`src/rtl/bba_pkg.sv`:
```
// shared constants for the bitmap block allocator: field widths, status and mode codes
// register addresses and default sizing; no dependencies
`timescale 1ns / 1ps

package bba_pkg;

	// default sizing
	localparam int DEF_MAX_BLOCKS    = 4096;
	localparam int DEF_MAP_WORD_BITS = 64;

	// fixed field widths
	localparam int BLK_NUM_W = 12;
	localparam int TOTAL_W   = 13;
	localparam int STATUS_W  = 2;
	localparam int APB_AW    = 2;
	localparam int APB_DW    = 32;

	// request mode
	localparam logic MODE_ALLOC = 1'b0;
	localparam logic MODE_FREE  = 1'b1;

	// result status
	localparam logic [STATUS_W-1:0] ST_OK          = 2'd0;
	localparam logic [STATUS_W-1:0] ST_FULL        = 2'd1;
	localparam logic [STATUS_W-1:0] ST_DOUBLE_FREE = 2'd2;
	localparam logic [STATUS_W-1:0] ST_RANGE       = 2'd3;

	// register byte addresses
	localparam logic [APB_AW-1:0] REG_TOTAL_BLOCKS = 2'd0;

endpackage

```
`src/rtl/bba_ffz.sv`:
```
// find-first-free unit: lowest clear bit of a map word among the eligible bits
// takes its default word width from bba_pkg; pure combinational
`timescale 1ns / 1ps

module bba_ffz
	import bba_pkg::*;
#(
	parameter int WORD_BITS = DEF_MAP_WORD_BITS
) (
	input  logic [WORD_BITS-1:0]         word,
	input  logic [WORD_BITS-1:0]         elig,
	output logic                         found,
	output logic [WORD_BITS-1:0]         pick,
	output logic [$clog2(WORD_BITS)-1:0] idx
);

	localparam int BI_W = $clog2(WORD_BITS);

	logic [WORD_BITS-1:0] free_bits;

	// isolate the lowest free bit, then encode it
	assign free_bits = ~word & elig;
	assign pick      = free_bits & (~free_bits + 1'b1);
	assign found     = |free_bits;

	always_comb begin
		idx = '0;
		for (int i = 0; i < WORD_BITS; i++) begin
			if (pick[i]) begin
				idx = idx | BI_W'(i);
			end
		end
	end

endmodule

```
`src/rtl/bitmap_block_allocator.sv`:
```
// allocate streams the map words below the limit through bba_ffz until a free bit shows up, out of
//   blocks when none does; free steps to the word holding the block, then tests and clears its bit,
//   an out-of-range free goes straight to the result; a stalled output holds the result back
// throughput: one item at a time, in_stall drops as out_valid rises so the next item can be taken
// reset: map cleared by a sweep over all MAP_WORDS words, in_stall high meanwhile; total_blocks
//   resets to 4096, configuration writes are taken during the sweep; needs bba_pkg, bba_ffz
`timescale 1ns / 1ps

module bitmap_block_allocator
	import bba_pkg::*;
#(
	parameter int MAX_BLOCKS    = DEF_MAX_BLOCKS,
	parameter int MAP_WORD_BITS = DEF_MAP_WORD_BITS
) (
	input  logic                 clk,
	input  logic                 arst_n,

	// configuration port
	input  logic                 psel,
	input  logic                 penable,
	input  logic                 pwrite,
	input  logic [APB_AW-1:0]    paddr,
	input  logic [APB_DW-1:0]    pwdata,
	output logic [APB_DW-1:0]    prdata,
	output logic                 pready,

	// request channel
	input  logic                 in_valid,
	output logic                 in_stall,
	input  logic                 mode,
	input  logic [BLK_NUM_W-1:0] block_number,

	// result channel
	output logic                 out_valid,
	input  logic                 out_stall,
	output logic [BLK_NUM_W-1:0] allocated_block,
	output logic [STATUS_W-1:0]  status
);

	// map geometry
	localparam int MAP_WORDS = (MAX_BLOCKS + MAP_WORD_BITS - 1) / MAP_WORD_BITS;
	localparam int WA_W      = (MAP_WORDS > 1) ? $clog2(MAP_WORDS) : 1;
	localparam int BI_W      = $clog2(MAP_WORD_BITS);
	// running bit base, wide enough for one step past the last word
	localparam int SUM_W     = $clog2(MAP_WORDS * MAP_WORD_BITS + MAP_WORD_BITS + 1);
	localparam logic [MAP_WORD_BITS-1:0] W_ONES = '1;

	// sequencer states
	localparam logic [2:0] S_CLR  = 3'd0;  // clearing sweep after reset
	localparam logic [2:0] S_IDLE = 3'd1;  // waiting for an item
	localparam logic [2:0] S_SCAN = 3'd2;  // allocate: stream words through the ffz unit
	localparam logic [2:0] S_SEEK = 3'd3;  // free: step to the word holding the block
	localparam logic [2:0] S_FCHK = 3'd4;  // free: test and clear the bit
	localparam logic [2:0] S_DONE = 3'd5;  // hand result to the output register

	logic [2:0]               state_q;
	logic [TOTAL_W-1:0]       total_blocks_q;
	logic [BLK_NUM_W-1:0]     blk_q;
	logic [WA_W-1:0]          w_q;        // word address counter
	logic [SUM_W-1:0]         base_q;     // first block number of word w_q
	logic                     rd_vld_s1;  // scan read in flight
	logic [WA_W-1:0]          rd_word_s1;
	logic [SUM_W-1:0]         rd_base_s1;
	logic [MAP_WORD_BITS-1:0] rdata_s1;
	logic [BLK_NUM_W-1:0]     res_blk_q;
	logic [STATUS_W-1:0]      res_st_q;
	logic                     out_valid_q;
	logic [BLK_NUM_W-1:0]     out_blk_q;
	logic [STATUS_W-1:0]      out_st_q;

	// usage map, one bit per block, no reset: the clearing sweep zeroes it
	logic [MAP_WORD_BITS-1:0] mem [MAP_WORDS];
	logic                     mem_we;
	logic [WA_W-1:0]          mem_waddr;
	logic [MAP_WORD_BITS-1:0] mem_wdata;

	logic [SUM_W-1:0]         lim;        // effective block count
	logic [SUM_W-1:0]         rem;        // blocks left below the limit in the scanned word
	logic [MAP_WORD_BITS-1:0] elig;
	logic                     ffz_found;
	logic [MAP_WORD_BITS-1:0] ffz_pick;
	logic [BI_W-1:0]          ffz_idx;
	logic [BI_W-1:0]          free_bit;
	logic [MAP_WORD_BITS-1:0] free_onehot;
	logic                     rd_issue;
	logic                     seek_hit;
	logic                     accept_in;
	logic                     out_free;
	logic                     cfg_wr;

	// configuration register
	assign pready = 1'b1;
	assign cfg_wr = psel && penable && pwrite && (paddr == REG_TOTAL_BLOCKS);
	assign prdata = (paddr == REG_TOTAL_BLOCKS) ? APB_DW'(total_blocks_q) : '0;

	// counts above capacity clamp to capacity
	assign lim = (32'(total_blocks_q) > 32'(MAX_BLOCKS)) ? SUM_W'(MAX_BLOCKS)
	                                                       : SUM_W'(total_blocks_q);

	// handshakes
	assign in_stall  = (state_q != S_IDLE);
	assign accept_in = in_valid && !in_stall;
	assign out_free  = !out_valid_q || !out_stall;

	assign out_valid       = out_valid_q;
	assign allocated_block = out_blk_q;
	assign status          = out_st_q;

	// eligible bits of the scanned word: those whose block lies below the limit
	assign rem  = lim - rd_base_s1;
	assign elig = (32'(rem) >= 32'(MAP_WORD_BITS)) ? W_ONES : ~(W_ONES << rem[BI_W-1:0]);

	bba_ffz #(
		.WORD_BITS(MAP_WORD_BITS)
	) u_ffz (
		.word  (rdata_s1),
		.elig  (elig),
		.found (ffz_found),
		.pick  (ffz_pick),
		.idx   (ffz_idx)
	);

	// scan keeps one read in flight; it stops issuing once a free bit shows up
	assign rd_issue = (state_q == S_SCAN) && (base_q < lim) && !(rd_vld_s1 && ffz_found);

	// free: word found when the block lies below the next word's base
	assign seek_hit    = 32'(blk_q) < (32'(base_q) + 32'(MAP_WORD_BITS));
	assign free_bit    = BI_W'(32'(blk_q) - 32'(rd_base_s1));
	assign free_onehot = MAP_WORD_BITS'(1) << free_bit;

	// map write port
	always_comb begin
		mem_we    = 1'b0;
		mem_waddr = rd_word_s1;
		mem_wdata = rdata_s1;
		unique case (state_q)
			S_CLR: begin
				mem_we    = 1'b1;
				mem_waddr = w_q;
				mem_wdata = '0;
			end
			S_SCAN: begin
				mem_we    = rd_vld_s1 && ffz_found;
				mem_wdata = rdata_s1 | ffz_pick;
			end
			S_FCHK: begin
				mem_we    = |(rdata_s1 & free_onehot);
				mem_wdata = rdata_s1 & ~free_onehot;
			end
			default: begin
				mem_we = 1'b0;
			end
		endcase
	end

	// map memory, read data registered; the read address is the word counter
	always_ff @(posedge clk) begin
		if (mem_we) begin
			mem[mem_waddr] <= mem_wdata;
		end
		rdata_s1 <= mem[w_q];
	end

	// request payload, held for the whole item
	always_ff @(posedge clk) begin
		if (accept_in) begin
			blk_q <= block_number;
		end
	end

	// sequencer
	always_ff @(posedge clk or negedge arst_n) begin
		if (!arst_n) begin
			state_q        <= S_CLR;
			total_blocks_q <= TOTAL_W'(4096);
			w_q            <= '0;
			base_q         <= '0;
			rd_vld_s1      <= 1'b0;
			rd_word_s1     <= '0;
			rd_base_s1     <= '0;
			res_blk_q      <= '0;
			res_st_q       <= ST_OK;
			out_valid_q    <= 1'b0;
			out_blk_q      <= '0;
			out_st_q       <= ST_OK;
		end else begin
			if (cfg_wr) begin
				total_blocks_q <= pwdata[TOTAL_W-1:0];
			end

			// a result taken while a new one is loaded stays valid, see S_DONE
			if (out_valid_q && !out_stall && (state_q != S_DONE)) begin
				out_valid_q <= 1'b0;
			end

			rd_vld_s1 <= rd_issue;
			if (rd_issue) begin
				rd_word_s1 <= w_q;
				rd_base_s1 <= base_q;
				w_q        <= w_q + 1'b1;
				base_q     <= base_q + SUM_W'(MAP_WORD_BITS);
			end

			unique case (state_q)
				S_CLR: begin
					// one word zeroed per cycle
					if (w_q == WA_W'(MAP_WORDS - 1)) begin
						w_q     <= '0;
						state_q <= S_IDLE;
					end else begin
						w_q <= w_q + 1'b1;
					end
				end
				S_IDLE: begin
					if (accept_in) begin
						w_q    <= '0;
						base_q <= '0;
						res_blk_q <= '0;
						if (mode == MODE_FREE) begin
							if (32'(block_number) >= 32'(lim)) begin
								res_st_q <= ST_RANGE;
								state_q  <= S_DONE;
							end else begin
								state_q <= S_SEEK;
							end
						end else begin
							state_q <= S_SCAN;
						end
					end
				end
				S_SCAN: begin
					if (rd_vld_s1 && ffz_found) begin
						res_blk_q <= BLK_NUM_W'(32'(rd_base_s1) + 32'(ffz_idx));
						res_st_q  <= ST_OK;
						state_q   <= S_DONE;
					end else if (!rd_issue && !rd_vld_s1) begin
						// every word below the limit is full
						res_st_q <= ST_FULL;
						state_q  <= S_DONE;
					end
				end
				S_SEEK: begin
					if (seek_hit) begin
						// word w_q is read this cycle, data next cycle
						rd_word_s1 <= w_q;
						rd_base_s1 <= base_q;
						state_q    <= S_FCHK;
					end else begin
						w_q    <= w_q + 1'b1;
						base_q <= base_q + SUM_W'(MAP_WORD_BITS);
					end
				end
				S_FCHK: begin
					res_st_q <= (|(rdata_s1 & free_onehot)) ? ST_OK : ST_DOUBLE_FREE;
					state_q  <= S_DONE;
				end
				S_DONE: begin
					if (out_free) begin
						out_valid_q <= 1'b1;
						out_blk_q   <= res_blk_q;
						out_st_q    <= res_st_q;
						state_q     <= S_IDLE;
					end
				end
				default: begin
					state_q <= S_IDLE;
				end
			endcase
		end
	end

	// an accepted item always leaves idle
	a_accept_busy: assert property (@(posedge clk) disable iff (!arst_n)
		accept_in |=> (state_q != S_IDLE))
		else $error("accepted item did not start");

	// a failed request never reports a block number
	a_fail_zero: assert property (@(posedge clk) disable iff (!arst_n)
		(out_valid_q && (out_st_q != ST_OK)) |-> (out_blk_q == '0))
		else $error("failed request carries a block number");

	// the scan never reads beyond the block limit
	a_scan_limit: assert property (@(posedge clk) disable iff (!arst_n)
		rd_issue |-> (base_q < lim))
		else $error("scan read past the block limit");

	// a finished result waits while the output register is stalled
	a_done_hold: assert property (@(posedge clk) disable iff (!arst_n)
		(state_q == S_DONE && out_valid_q && out_stall) |=> (state_q == S_DONE))
		else $error("result dropped while output stalled");

endmodule

```
`config.mk`:
```
export PLATFORM = sky130hd
export DESIGN_NAME = bitmap_block_allocator
export DESIGN_NICKNAME = d
export VERILOG_FILES = /design/src/rtl/bba_pkg.sv /design/src/rtl/bba_ffz.sv /design/src/rtl/bitmap_block_allocator.sv
export SDC_FILE = /design/constraint.sdc
export NUM_CORES = 2
export LEC_CHECK = 0
export BUFFER_PORTS_ARGS = -buffer_cell sky130_fd_sc_hd__buf_4
export CAP_MARGIN = 20
export CORE_MARGIN = 3
export CORE_UTILIZATION = 45
export CTS_CLUSTER_DIAMETER = 120
export DETAILED_ROUTE_END_ITERATION = 6
export PLACE_DENSITY = 0.7
export SLEW_MARGIN = 20
export SYNTH_ARGS = -nofsm -noshare
export SYNTH_HDL_FRONTEND = slang
export SYNTH_SLANG_ARGS = --single-unit
export TNS_END_PERCENT = 5
```
`constraint.sdc`:
```
create_clock -name clk -period 12.7 [get_ports clk]
set_input_delay 1.905 -clock clk [delete_from_list [all_inputs] [get_ports clk]]
set_output_delay 1.905 -clock clk [all_outputs]
set_load 0.005 [all_outputs]
```
Word level (Yosys, flattened, before mapping)
Memory sizes are Yosys's and may differ from the RTL's. A register that Yosys moved wholly into a read port is not among the register bits.
Index checks and enable logic that the tools add are counted.

word-level totals
  bits of input ports = 54
  word-level logic and storage cells = 223
  bits in registers = 96
  memories = 1
  output and inout bits = 49
  bits in latches = 0
  memory bits (writable) = 4096
  memory bits (read-only) = 0

operators by class
  $lt $le $gt $ge = 5
  reduce and logical (&&, ||, !) cells = 27
  divide/modulo/power cells = 0
  bitwise operators = 9
  multiply operators = 0
  shifts and indexed selects = 2
  muxes and demuxes = 143
  eq/ne operators = 16
  $add $sub $neg = 7

memories
  name  depth  bits a word  read ports  clocked after memory_dff  write ports  RTL line                      text
  mem   64     64           1           1                         1            bitmap_block_allocator.sv:72  logic [MAP_WORD_BITS-1:0] mem [MAP_WORDS];

operators by type and width
  kind                   number
  $mux 6                 44
  $and 64x64->64         4
  $not 64->64            4
  $pmux 64 s3            1
  $mux 13                11
  $reduce_or 64->1       2
  $mux 5                 16
  $mux 12                6
  $mux 3                 24
  $add 64x1->64 const B  1
  $mux 64                1
  $or 64x64->64          1
  $shl 1x6->64 const A   1
  $shl 64x6->64 const A  1
  $mux 2                 19
  $mux 4                 8
  $pmux 13 s2            1
  $pmux 12 s2            1
  $pmux 3 s6             1
  $pmux 6 s3             1
  $add 13x7->14 const B  1
  $lt 12x14->1           1
  $add 13x7->13 const B  1
  $ge 12x13->1           1
  28 further kinds       57

Depth between registers and ports, before layout
  depth after elaboration = 77
  mapped depth = 36
  gate-level depth less buffers = 29

By module
A second synthesis with hierarchy kept.

unflattened totals
  cell total of the unflattened synthesis = 8273
  area total of the unflattened synthesis = 167959.8 um^2

by module, submodules not included
  module                  seq. area each (um^2)  cells each  area each (um^2)  instances
  bitmap_block_allocator  126592.7               7947        165897.9          1
  bba_ffz                 0.0                    326         2062.0            1

Worst setup path after synthesis
Ideal clock, no wire load.

  path kind = register to register
  start = reg total_blocks_q[8]
  end = mem mem[10][0] (netlist bit), enable pin
  data required time = 12.056 ns
  setup slack = 0.682 ns
  library setup time = 0.644 ns
  cell stages (with the launch flop) = 26
  arrival = 11.374 ns
  path buffers = 7
  cells stage by stage = dfrtp_1 or4_1 o41ai_1 nand2_1 inv_1 ha_1 and2_4 a221oi_2 a21boi_1 nor2_1 clkbuf_1 buf_2 clkbuf_1 buf_2 buf_2 nand3_1 a31oi_1 nor2_1 nand4_1 nor2_1 a31oi_1 o21ai_0 o21a_1 clkbuf_1 clkbuf_1 nor4_1

between the ends
  word-level cells in the longest chain between the ends = 12
  elaborated cells between the ends (all ways) = 13
  classes of those cells = add/sub: 1; order compare: 2; shift: 1; mux: 5; bitwise: 2; reduce/logical: 2

RTL lines
  what                              RTL line                       text
  start, declared                   bitmap_block_allocator.sv:57   logic [TOTAL_W-1:0] total_blocks_q;
  start signal, assigned            bitmap_block_allocator.sv:188  total_blocks_q <= pwdata[TOTAL_W-1:0];
  $gt 13x13->1                      bitmap_block_allocator.sv:97   assign lim = (32'(total_blocks_q) > 32'(MAX_BLOCKS)) ? SUM_W'(MAX_BLOCKS)
  $mux 13 (*)                       bitmap_block_allocator.sv:97
  $sub 13x13->13 (*)                bitmap_block_allocator.sv:110  assign rem = lim - rd_base_s1;
  $shl 64x6->64                     bitmap_block_allocator.sv:111  assign elig = (32'(rem) >= 32'(MAP_WORD_BITS)) ? W_ONES : ~(W_ONES << rem[BI_W-1:0]);
  $not 64->64                       bitmap_block_allocator.sv:111
  $mux 64 (*)                       bitmap_block_allocator.sv:111
  $and 64x64->64 (*)                bba_ffz.sv:22                  assign free_bits = ~word & elig;
  $reduce_or 64->1 (*)              bba_ffz.sv:24                  assign found = |free_bits;
  $logic_and 1x1->1 (*)             bitmap_block_allocator.sv:143  mem_we = rd_vld_s1 && ffz_found;
  $pmux 1 s3 (*)                    bitmap_block_allocator.sv:136  unique case (state_q)
  $mux 1 (*)                        bitmap_block_allocator.sv:158  if (mem_we) begin
  $mux 1 (implied by the code) (*)  bitmap_block_allocator.sv:159  mem[mem_waddr] <= mem_wdata;
  end, declared                     bitmap_block_allocator.sv:72

Mark *: on every way between the ends. The rest lies on a longest branch, timed or not.

Worst setup path after layout
  start = reg total_blocks_q[3]
  end = reg res_blk_q[9]

between the ends
  word-level cells in the longest chain between the ends = 77
  elaborated cells between the ends (all ways) = 82
  classes of those cells = add/sub: 3; order compare: 2; eq/ne: 1; shift: 1; mux: 68; bitwise: 4; reduce/logical: 3

RTL lines
  what                   RTL line                       text
  $gt 13x13->1           bitmap_block_allocator.sv:97
  $mux 13 (*)            bitmap_block_allocator.sv:97
  $sub 13x13->13 (*)     bitmap_block_allocator.sv:110
  $shl 64x6->64          bitmap_block_allocator.sv:111
  $not 64->64            bitmap_block_allocator.sv:111
  $mux 64 (*)            bitmap_block_allocator.sv:111
  $and 64x64->64 (*)     bba_ffz.sv:22
  $not 64->64            bba_ffz.sv:23                  assign pick = free_bits & (~free_bits + 1'b1);
  [... 5 more ...]       --
  $mux 3 (4 in series)   bba_ffz.sv:29                  if (pick[i]) begin
  $mux 4 (8 in series)   bba_ffz.sv:29
  $mux 5 (16 in series)  bba_ffz.sv:29
  $mux 6 (32 in series)  bba_ffz.sv:29
  $add 12x6->12          bitmap_block_allocator.sv:233  res_blk_q <= BLK_NUM_W'(32'(rd_base_s1) + 32'(ffz_idx));
  $mux 12                bitmap_block_allocator.sv:232  if (rd_vld_s1 && ffz_found) begin
  $mux 12                bitmap_block_allocator.sv:204  unique case (state_q)
  $pmux 12 s2            bitmap_block_allocator.sv:204
  end signal, assigned   bitmap_block_allocator.sv:233
  end, declared          bitmap_block_allocator.sv:65   logic [BLK_NUM_W-1:0] res_blk_q;

Mark *: on every way between the ends. The rest lies on a longest branch, timed or not. The select of a mux whose other input is x is not followed.
A chain may end at the register's enable or synchronous reset.

==> run summary <==
Status -> complete, no violations
Largest family of logic cells by synthesized area -> multiplexers
Max-slew violations -> 0
Compound-Gate Fraction of Synth Area -> 3.86%
Full die area -> 379000 sq um
Die H -> 616 microns
Filler cell count -> 28455
Mapped Cells -> 8016
CTS tree -> built
Boundary Pins -> 103
Core area -> 369000 sq um
Critical Path Start Type -> flop
Fmax achieved -> 0.105 GHz
Largest net degree at the start of global routing -> 136
CTS Hold Buffers Added -> 0
GRT Total Usage -> 24.9%
Yosys warns -> 0
Async S/R FF share, synth -> 1.84%
Layout area overhead -> 13.0%
Area share of xor/xnor cells in the synthesized design -> 0.126%
Drt first pass iters -> 5
Total power -> 43.9 mW
CP delay by family, top -> compound AO/OA/AOI/OAI gates
Maxcap violations -> 0
Final Net Count -> 8446
Port bufs -> 63
Measured slew at the worst slew-check pin -> 1.23 ns
Hold WC Path Type -> reg2reg
Most frequent CP cell -> a21o_1
Rel. slew slack -> 17.8%
Row count -> 223
Share of cells above drive strength 1 -> 25.8%
Chip width -> 616 microns
CP bufs+invs -> 2
Worst hold slack -> 0.494 ns
Final setup viols -> 0
Total grt overflow -> 0
Worst-path clk slew -> 0.07 ns
Hold Path Depth -> 1
Quantity of gates resized following cts -> 0
Worst Reg-to-Reg Cells -> 29
Hold Fails Final Rpt -> 0
Drt first-iter violations -> 12436
Crit path depth -> 29
Routability cong. -> 0.948
Lkg Pwr -> 58.9 nW
DRT Wirelength -> 477 mm
PwrDens -> 232 nW/um^2
Clk_lat worst skew -> 0.98 ns
EDFF count, synth -> 4108
Synth Area in Simple Gates -> 2.15%
Crit path kind -> reg2reg
Post-synthesis mux area share -> 16.5%
Dpl hpwl -> 268 mm
Synth Cell Area -> 167000 sq um
Setup bufs post-CTS -> 0
Placed Instances -> 12882
Clock buffer count from CTS -> 400
Routed wire per std cell -> 35.0 microns
Peak supply drop -> 246 uV
ANT nets after route -> 0
Synth Flop Type -> edfxtp_1
Fraction of the cycle the final worst path needs -> 75.3%
Critical Path AT -> 10.37 ns
Adder-Cell Fraction of Synth Area -> 0.425%
Synth cell types -> 94
Clk root buf -> clkbuf_16
Commonest cells after routing, fill and taps aside -> edfxtp_1 (4108), mux4_2 (1064), clkbuf_16 (410)
Layout Cells excl Fill -> 13629
Slowest stage cell, crit path -> nor3_1
CTS sink cnt -> 4250
Vias in the first global route -> 86612
CP endpoint kind -> flop
Max Clock Skew -> 0.0841 ns
Commonest non-fill, non-tap cell in the layout -> edfxtp_1
Setup TNS -> 0 ns
RSZ-0062 raised after global routing -> no
Synth Register Bits -> 4250
Util after Layout -> 51.2%
Min Tclk post-route -> 9.56 ns
DR vias -> 87402
Number of antenna violations at the first check in global routing -> 19
Slowest stage delay, CP -> 0.94 ns
Crit-path max FO -> 39
Worst endpoint required time -> 13.51 ns
Worst-case clock buffer depth -> 4
Syn_area_per_cell -> 20.9 sq um
Max H-tree Level -> 5
Post-route DRC -> 0
First-pass GRT wire length -> 670 mm
DR vias/cell -> 6.41
Initial Util -> 45.3%
Seq/Total Area, Yosys -> 75.7%
## through the flow
| stage | instance area, sq um | setup slack [ns] |
|---|---|---|
| 2_1_floorplan | 167000 | 0.682 |
| 3_3_place_gp | 176000 | 3.00 |
| 3_5_place_dp | 176000 | 3.39 |
| 4_1_cts | 189000 | 3.33 |
| 5_1_grt | 189000 | 2.41 |
| 6_report | 189000 | 3.14 |
## kinds of logic (layout without fill, tap and decap cells)
| kind of cell | count (synthesis) | count (layout) |
|---|---|---|
| AOI/OAI and AO/OA | 1013 | 1013 |
| xor gates and xnor gates | 24 | 24 |
| adders and majority gates | 55 | 55 |
| buffers and inverters | 534 | 1172 |
| DFF | 4250 | 4250 |
| muxes | 1421 | 1421 |
| other | 2 | 27 |
| and+or+nand+nor | 717 | 717 |
## power by group
group	leakage [nW]	switching, mW	internal [mW]
clock	6.38	5.10	6.74
combinational	13.7	8.50	4.41
sequential	38.8	0.550	18.6
## state kept, by name, indices dropped and copies added, names as in the netlist, 7 cells and up
signal,count
total_blocks_q,13
allocated_block,12
mem,4096
res_blk_q,12
rdata_s1,64
rd_base_s1,13
blk_q,12
base_q,7
## routing by layer
layer  routed length [microns]  GRT usage, %
met2                    227000          39.3
met3                     50300          4.82
met1                    179000          34.2
met5                         7             0
met4                     21400          10.1
## Yosys cell counts (16+ instances only)
cell type	n	area, sq um
a21o_1	16	120
a21oi_1	239	1200
a31oi_1	64	400
and2_1	20	125
buf_1	116	435
buf_4	24	180
clkbuf_1	325	1220
dfrtp_1	77	1930
dfxtp_1	64	1280
edfxtp_1	4108	123000
ha_1	52	651
inv_1	53	199
mux2_2	33	372
mux2i_1	315	3150
mux4_2	1064	24000
nand2_1	218	818
nand2b_1	20	125
nand3_1	89	445
nand4_1	26	163
nor2_1	113	424
nor3_1	60	300
nor4_1	78	488
o21a_1	18	135
o21ai_0	251	1260
o221ai_1	158	1380
o22ai_1	131	820
xnor2_1	16	140
## worst paths after layout
check	start	end	slack [ns]
setup / recovery	total_blocks_q[3]$_DFFE_PN0P_	res_blk_q[9]$_DFFE_PN0P_	3.14
hold / removal	rd_base_s1[9]$_DFF_PN0_	rd_base_s1[9]$_DFF_PN0_	0.49
setup reg to reg	total_blocks_q[3]$_DFFE_PN0P_	res_blk_q[9]$_DFFE_PN0P_	3.14
hold reg to reg	rd_base_s1[9]$_DFF_PN0_	rd_base_s1[9]$_DFF_PN0_	0.49
max in group asynchronous	arst_n	state_q[0]$_DFFE_PN0P_	11.21
min in group asynchronous	arst_n	allocated_block[10]$_DFFE_PN0P_	0.88
## cell type report
cell class	instances	area, sq um	area share, %
Tap cell	4950	6190	3.28
Clock buffer	513	10900	5.76
Timing Repair Buffer	381	3090	1.63
Inverter	54	210	0.111
Clock inverter	224	2110	1.12
Sequential cell	4250	127000	67.0
Multi-Input combinational cell	3250	39800	21.1
Antenna cell	7	17.5	0.00927
Power figures use the tool's default switching activity.
